$ cat src/rtl/core/i2csbs_pkg.sv
package i2csbs_pkg;

	localparam int RX_DEPTH = 2;
	localparam int RX_CNT_W = $clog2(RX_DEPTH + 1);
	localparam logic [RX_CNT_W-1:0] RX_FULL = RX_CNT_W'(RX_DEPTH);

	localparam int CFG_IDX_W = 1;
	localparam int CFG_DATA_W = 8;
	localparam logic [CFG_IDX_W-1:0] REG_OWN_ADDRESS = 1'd0;
	localparam logic [CFG_IDX_W-1:0] REG_REPLY_BYTE = 1'd1;

	typedef enum logic [5:0] {
		PH_CHECK_ADDR  = 6'b000001,
		PH_SEND_DATA   = 6'b000010,
		PH_REQ_REPLY   = 6'b000100,
		PH_CHECK_REPLY = 6'b001000,
		PH_REQ_DATA    = 6'b010000,
		PH_GET_DATA    = 6'b100000
	} phase_t;

	typedef struct packed {
		logic       drive_sda;
		logic       load_valid;
		logic [7:0] load_byte;
		logic       shift_one_bit;
		logic       listening;
		logic       rx_valid;
		logic [7:0] rx_byte;
		logic       rx_slot;
	} result_t;

endpackage

$ cat src/rtl/core/i2c_slave_byte_sequencer.sv
// Byte-level sequencer of an I2C slave.
// Input channel (in_valid/in_ready): one beat per bus event, either a start
// condition (action 0, with stop_followed) or a shift counter overflow
// (action 1, with shifted_byte, ack bit in bit 0).
// Output channel (out_valid/out_ready): one beat per input beat, telling the
// shifter whether to drive SDA, what to load, whether the next shift is one
// or eight bits and whether overflows are still handled; rx_valid marks a
// received write byte stored into slot rx_slot.
// Configuration: cfg_we writes own_address (index 0) or reply_byte (index 1)
// from cfg_data; write only while no beat is in flight.
// Path: an input beat is held in the input register, and its result is
// registered in the output register as the beat moves on from there.
// Throughput: one beat per cycle while out_ready is high; the sequencer state
// is updated as a beat moves from the input register to the output register.
// Reset: the block waits for a start condition, the phase is address check,
// the receive count and both configuration registers are zero.
// Stall: when out_ready is low the output register holds its beat, the input
// register fills, and in_ready drops until the output beat is taken.
module i2c_slave_byte_sequencer (
	input  logic                                 clk,
	input  logic                                 arst_n,
	input  logic                                 cfg_we,
	input  logic [i2csbs_pkg::CFG_IDX_W-1:0]     cfg_index,
	input  logic [i2csbs_pkg::CFG_DATA_W-1:0]    cfg_data,
	input  logic                                 in_valid,
	output logic                                 in_ready,
	input  logic                                 action,
	input  logic                                 stop_followed,
	input  logic [7:0]                           shifted_byte,
	output logic                                 out_valid,
	input  logic                                 out_ready,
	output logic                                 drive_sda,
	output logic                                 load_valid,
	output logic [7:0]                           load_byte,
	output logic                                 shift_one_bit,
	output logic                                 listening,
	output logic                                 rx_valid,
	output logic [7:0]                           rx_byte,
	output logic                                 rx_slot
);

	logic [6:0] own_address_q;
	logic [7:0] reply_byte_q;

	i2csbs_pkg::phase_t                  phase_q, phase_d;
	logic                                active_q, active_d;
	logic [i2csbs_pkg::RX_CNT_W-1:0]     rx_count_q, rx_count_d;

	logic       v_s1;
	logic       action_s1;
	logic       stop_followed_s1;
	logic [7:0] shifted_byte_s1;

	logic                v_s2;
	i2csbs_pkg::result_t res_s2, res_d;

	logic adv_s2;
	logic adv_s1;
	logic ack_out;
	logic go_idle;

	assign adv_s2   = !v_s2 || out_ready;
	assign adv_s1   = v_s1 && adv_s2;
	assign in_ready = !v_s1 || adv_s2;

	always_ff @(posedge clk or negedge arst_n) begin
		if (!arst_n) begin
			own_address_q <= '0;
			reply_byte_q  <= '0;
		end else if (cfg_we) begin
			unique case (cfg_index)
				i2csbs_pkg::REG_OWN_ADDRESS: own_address_q <= cfg_data[6:0];
				i2csbs_pkg::REG_REPLY_BYTE:  reply_byte_q  <= cfg_data;
				default: ;
			endcase
		end
	end

	always_ff @(posedge clk or negedge arst_n) begin
		if (!arst_n) begin
			v_s1 <= 1'b0;
		end else if (in_ready) begin
			v_s1 <= in_valid;
		end
	end

	always_ff @(posedge clk) begin
		if (in_valid && in_ready) begin
			action_s1        <= action;
			stop_followed_s1 <= stop_followed;
			shifted_byte_s1  <= shifted_byte;
		end
	end

	always_comb begin
		phase_d    = phase_q;
		active_d   = active_q;
		rx_count_d = rx_count_q;
		res_d      = '0;
		ack_out    = 1'b0;
		go_idle    = 1'b0;
		if (!action_s1) begin
			phase_d    = i2csbs_pkg::PH_CHECK_ADDR;
			active_d   = !stop_followed_s1;
			rx_count_d = '0;
		end else if (active_q) begin
			unique case (phase_q)
				i2csbs_pkg::PH_CHECK_ADDR: begin
					if (shifted_byte_s1[7:1] == own_address_q) begin
						phase_d = shifted_byte_s1[0] ? i2csbs_pkg::PH_SEND_DATA
							: i2csbs_pkg::PH_REQ_DATA;
						ack_out = 1'b1;
					end else begin
						go_idle = 1'b1;
					end
				end
				i2csbs_pkg::PH_SEND_DATA, i2csbs_pkg::PH_CHECK_REPLY: begin
					if (phase_q == i2csbs_pkg::PH_CHECK_REPLY && shifted_byte_s1 != 8'h00) begin
						go_idle = 1'b1;
					end else begin
						res_d.drive_sda  = 1'b1;
						res_d.load_valid = 1'b1;
						res_d.load_byte  = reply_byte_q;
						phase_d          = i2csbs_pkg::PH_REQ_REPLY;
					end
				end
				i2csbs_pkg::PH_REQ_REPLY: begin
					phase_d             = i2csbs_pkg::PH_CHECK_REPLY;
					res_d.load_valid    = 1'b1;
					res_d.shift_one_bit = 1'b1;
				end
				i2csbs_pkg::PH_REQ_DATA: begin
					phase_d = i2csbs_pkg::PH_GET_DATA;
				end
				i2csbs_pkg::PH_GET_DATA: begin
					if (rx_count_q < i2csbs_pkg::RX_FULL) begin
						res_d.rx_valid = 1'b1;
						res_d.rx_byte  = shifted_byte_s1;
						res_d.rx_slot  = rx_count_q[0];
						rx_count_d     = rx_count_q + 1'b1;
					end
					phase_d = i2csbs_pkg::PH_REQ_DATA;
					ack_out = 1'b1;
				end
				default: begin
					go_idle = 1'b1;
				end
			endcase
			if (ack_out) begin
				res_d.drive_sda     = 1'b1;
				res_d.load_valid    = 1'b1;
				res_d.load_byte     = 8'h00;
				res_d.shift_one_bit = 1'b1;
			end
			if (go_idle) begin
				active_d            = 1'b0;
				res_d.drive_sda     = 1'b0;
				res_d.load_valid    = 1'b0;
				res_d.load_byte     = 8'h00;
				res_d.shift_one_bit = 1'b0;
			end
		end
		res_d.listening = active_d;
	end

	always_ff @(posedge clk or negedge arst_n) begin
		if (!arst_n) begin
			phase_q    <= i2csbs_pkg::PH_CHECK_ADDR;
			active_q   <= 1'b0;
			rx_count_q <= '0;
			v_s2       <= 1'b0;
		end else begin
			if (adv_s1) begin
				phase_q    <= phase_d;
				active_q   <= active_d;
				rx_count_q <= rx_count_d;
			end
			if (adv_s2) begin
				v_s2 <= v_s1;
			end
		end
	end

	always_ff @(posedge clk) begin
		if (adv_s1) begin
			res_s2 <= res_d;
		end
	end

	assign out_valid     = v_s2;
	assign drive_sda     = res_s2.drive_sda;
	assign load_valid    = res_s2.load_valid;
	assign load_byte     = res_s2.load_byte;
	assign shift_one_bit = res_s2.shift_one_bit;
	assign listening     = res_s2.listening;
	assign rx_valid      = res_s2.rx_valid;
	assign rx_byte       = res_s2.rx_byte;
	assign rx_slot       = res_s2.rx_slot;

	a_drive_loads: assert property (@(posedge clk) disable iff (!arst_n)
		out_valid && drive_sda |-> load_valid)
		else $error("SDA driven without a load");

	a_load_byte_zero: assert property (@(posedge clk) disable iff (!arst_n)
		out_valid && !load_valid |-> load_byte == 8'h00)
		else $error("load byte set without a load");

	a_rx_while_listening: assert property (@(posedge clk) disable iff (!arst_n)
		out_valid && rx_valid |-> listening)
		else $error("byte stored while not listening");

	a_idle_quiet: assert property (@(posedge clk) disable iff (!arst_n)
		out_valid && !listening |-> !drive_sda && !rx_valid && !shift_one_bit)
		else $error("idle result not quiet");

	a_rx_count_bound: assert property (@(posedge clk) disable iff (!arst_n)
		rx_count_q <= i2csbs_pkg::RX_FULL)
		else $error("receive count beyond buffer depth");

endmodule

$ cat config.mk
export PLATFORM = sky130hd
export DESIGN_NAME = i2c_slave_byte_sequencer
export DESIGN_NICKNAME = d
export VERILOG_FILES = /design/src/rtl/core/i2csbs_pkg.sv /design/src/rtl/core/i2c_slave_byte_sequencer.sv
export SDC_FILE = /design/constraint.sdc
export NUM_CORES = 1
export LEC_CHECK = 0
export BUFFER_PORTS_ARGS = -buffer_cell sky130_fd_sc_hd__buf_2
export CORE_MARGIN = 4
export CORE_UTILIZATION = 45
export DETAILED_ROUTE_END_ITERATION = 8
export GPL_TIMING_DRIVEN = 0
export PLACE_DENSITY = 0.67
export SYNTH_ARGS = -nofsm -noshare
export SYNTH_HDL_FRONTEND = slang
export SYNTH_SLANG_ARGS = --single-unit
$ cat constraint.sdc
create_clock -name clk -period 2.9 [get_ports clk]
set_input_delay 0.145 -clock clk [delete_from_list [all_inputs] [get_ports clk]]
set_output_delay 0.145 -clock clk [all_outputs]
set_load 0.01 [all_outputs]
==> flow_summary.json <==
{
  "status": "finished, final reports clean",
  "hold_violations": 0,
  "r2r-start": "phase_q[1]",
  "p_leak_nw": 1.274,
  "cts_made_buffers": 9,
  "worst_pin_slew_ns": 0.9188,
  "ys_async_sr_fraction": 0.4483,
  "grt.overflow.total": 0,
  "postRouteAntennaNets": 0,
  "cp_slowest_cell": "or4_1",
  "fmax_ghz": 0.4130,
  "gp_congestion": 0.8218,
  "cts_resized": 0,
  "slowest_delay_ns": 0.61,
  "netlist_instances": 165,
  "die_y_um": 81.28,
  "cp-endpoint": "load_byte[0]",
  "rsz0062_at_grt": "no",
  "area_growth_pct": 26.83,
  "synth_area_leader_cell": "edfxtp_1",
  "num_vias": 1545,
  "slew_headroom": 0.3827,
  "grt_pass1_wl_mm": 7.617,
  "final_common_cell": "buf_2",
  "routed_wl_mm": 4.629,
  "hold_path_class": "in -> reg",
  "htreeDepth": 3,
  "cts.sinks": 58,
  "setup_viol": 0,
  "routedWlPerCell_um": 14.98,
  "cp-end-kind": "register",
  "cp.required_ns": 2.99,
  "fin_crit_sh": 0.8349,
  "crit_start": "phase_q[1]",
  "synth_top_area_frac": 0.3977,
  "ir_drop_v": 0.0004926,
  "slew_violations": 0,
  "root_buffer": "clkbuf_8",
  "viasPerCell": 5.000,
  "syn-num-nets": 189,
  "dr.pass1.iters": 4,
  "reg2reg_to": "load_byte[0]",
  "synth.avg_cell_area_um2": 14.64,
  "drtIter0Drc": 130,
  "syn_area_mm2": 0.002416,
  "critical_path.startpoint_type": "register",
  "cts_buffer_depth": 2,
  "ys_types": 38,
  "antenna_cells": 0,
  "utilization": 0.5962,
  "r2r_cells": 5,
  "ys_top_cells_by_area": "edfxtp_1, dfrtp_1, mux2_2",
  "route.detailed.drc": 0,
  "ios": 48,
  "dp_cells": 282,
  "path_cells": "or4_1 -> a2111oi_1 -> nor2_1 -> and3_1 -> and2_1",
  "core_mm2": 0.005140,
  "rows": 26,
  "antenna_found_initial": 0,
  "yosysWarningCount": 0,
  "power_density_mw_per_mm2": 629.8,
  "crit_fanout": 8,
  "filler_cell_count": 438,
  "tritoncts": "yes",
  "clk_pin_slew_ns": 0.06,
  "yosys_most_used_dff": "edfxtp_1",
  "grt_max_degree": 32,
  "fin_crit_ns": 2.421,
  "clock_skew_ns": 0.009040,
  "setup-tns-final_ns": 0,
  "path_class": "reg -> reg",
  "layout_common_cells": "buf_2, edfxtp_1, dfrtp_1, and2_1, mux2_2",
  "first_global_vias": 1521,
  "fp.dieArea_mm2": 0.006606,
  "worstPathArrival_ns": 2.51,
  "drive_gt1_frac": 0.3556,
  "synth-seq-cells": 58,
  "numPortBuffers": 47,
  "r2r_slack_ns": 0.48,
  "ys_seq_area_frac": 0.6675,
  "nets": 258,
  "insertion_delay_ns": 0.33,
  "stdcell_count": 309,
  "dp_hpwl_mm": 3.141,
  "grt_usage": 0.1616,
  "die_w_um": 81.28,
  "start_util": 0.4701,
  "cap_violations": 0,
  "synth_edf_count": 32
}
Yosys cell counts, types with 3 or more instances:
library cell  number
o21ai_0            3
nor3_1             3
edfxtp_1          32
and4b_1            3
and2_1            18
nor2_1             8
nand2b_1           3
xnor2_1            9
dfrtp_1           25
inv_1              5
a32o_1             5
mux2_2            15
nand2_1            3
final cells by class:
type / count / area [um^2] / area share
timing repair buffer: 58 / 345.3 / 0.1127
tap: 70 / 87.58 / 0.02858
sequential: 58 / 1613 / 0.5263
inverter: 5 / 18.77 / 0.006125
buffer: 4 / 18.77 / 0.006125
clock buffer: 12 / 166.4 / 0.05431
clock inverter: 4 / 47.55 / 0.01552
multi-input combinational: 98 / 767.0 / 0.2503
timing repair:
action / 4_1_cts / 5_1_grt
hold buffers: 10 / 1
setup buffers: 0 / 0
endpoints found under the hold margin: 34 / 1
stage by stage:
| stage | hold slack [ns] | worst slack (ns) | area (um^2) | total power [W] |
|---|---|---|---|---|
| after floorplan | -0.1506 | 0.8277 | 2416 | 0.001087 |
| after global placement | 0.1818 | 0.4288 | 2739 | 0.001152 |
| after detailed placement | 0.1746 | 0.4901 | 2740 | 0.001158 |
| after CTS | 0.0008827 | 0.4772 | 3054 | 0.001942 |
| after global routing | 0.01850 | 0.3435 | 3064 | 0.002020 |
| final | 0.02685 | 0.4787 | 3064 | 0.001930 |
metal layers:
layer / track usage / wire length, um / up-vias / share of wire
met5: 0 / 0 / - / 0
met4: 0.09459 / 84 / 0 / 0.018
met3: 0.04767 / 301 / 10 / 0.065
met2: 0.2476 / 2244 / 56 / 0.48
met1: 0.2023 / 1998 / 725 / 0.43
li1: - / - / 754 / -
registers in the layout, indices dropped and copies added (netlist names):
name,flops
action_s1,1
reply_byte_q,8
active_q,1
phase_q,6
out_valid,1
rx_count_q,2
rx_valid,1
listening,1
load_byte,8
rx_slot,1
own_address_q,7
rx_byte,8
shifted_byte_s1,8
stop_followed_s1,1
v_s1,1
load_valid,1
shift_one_bit,1
drive_sda,1
logic make-up (layout without fill, tap and decap cells):
logic type	Yosys count	after routing	share of synthesized area
DFF	58	58	0.6675
and+or+nand+nor	53	53	0.1352
buffers and inverters	9	83	0.01502
AOI/OAI and AO/OA	20	20	0.07561
xor gates and xnor gates	9	9	0.03263
muxes	16	16	0.07405
power breakdown:
group	leakage (nW)	internal [W]	switching, W
Sequential	0.634	0.000942	0.0000351
Combinational	0.533	0.0000866	0.0000885
Clock	0.108	0.000469	0.000309
Total	1.27	0.00150	0.000432
worst min-delay path by stage:
| stage | from | endpoint | slack, ns | cells after the start |
|---|---|---|---|---|
| after floorplan | arst_n | active_q | -0.15 | 0 |
| final | in_valid | v_s1 | 0.03 | 2 |
| after detailed placement | arst_n | reply_byte_q[0] | 0.17 | 1 |
| after global placement | arst_n | reply_byte_q[0] | 0.18 | 1 |
| after global routing | in_valid | v_s1 | 0.02 | 2 |
| after CTS | in_valid | v_s1 | 0.0009 | 2 |
critical path: cells and delay by family, from the launching register on:
kind	cells	cell delay (ns)
AND/OR/NAND/NOR	4	1.30
flip-flops	1	0.44
AO/OA/AOI/OAI	1	0.44
No activity file was read; power rests on OpenSTA's default activity.
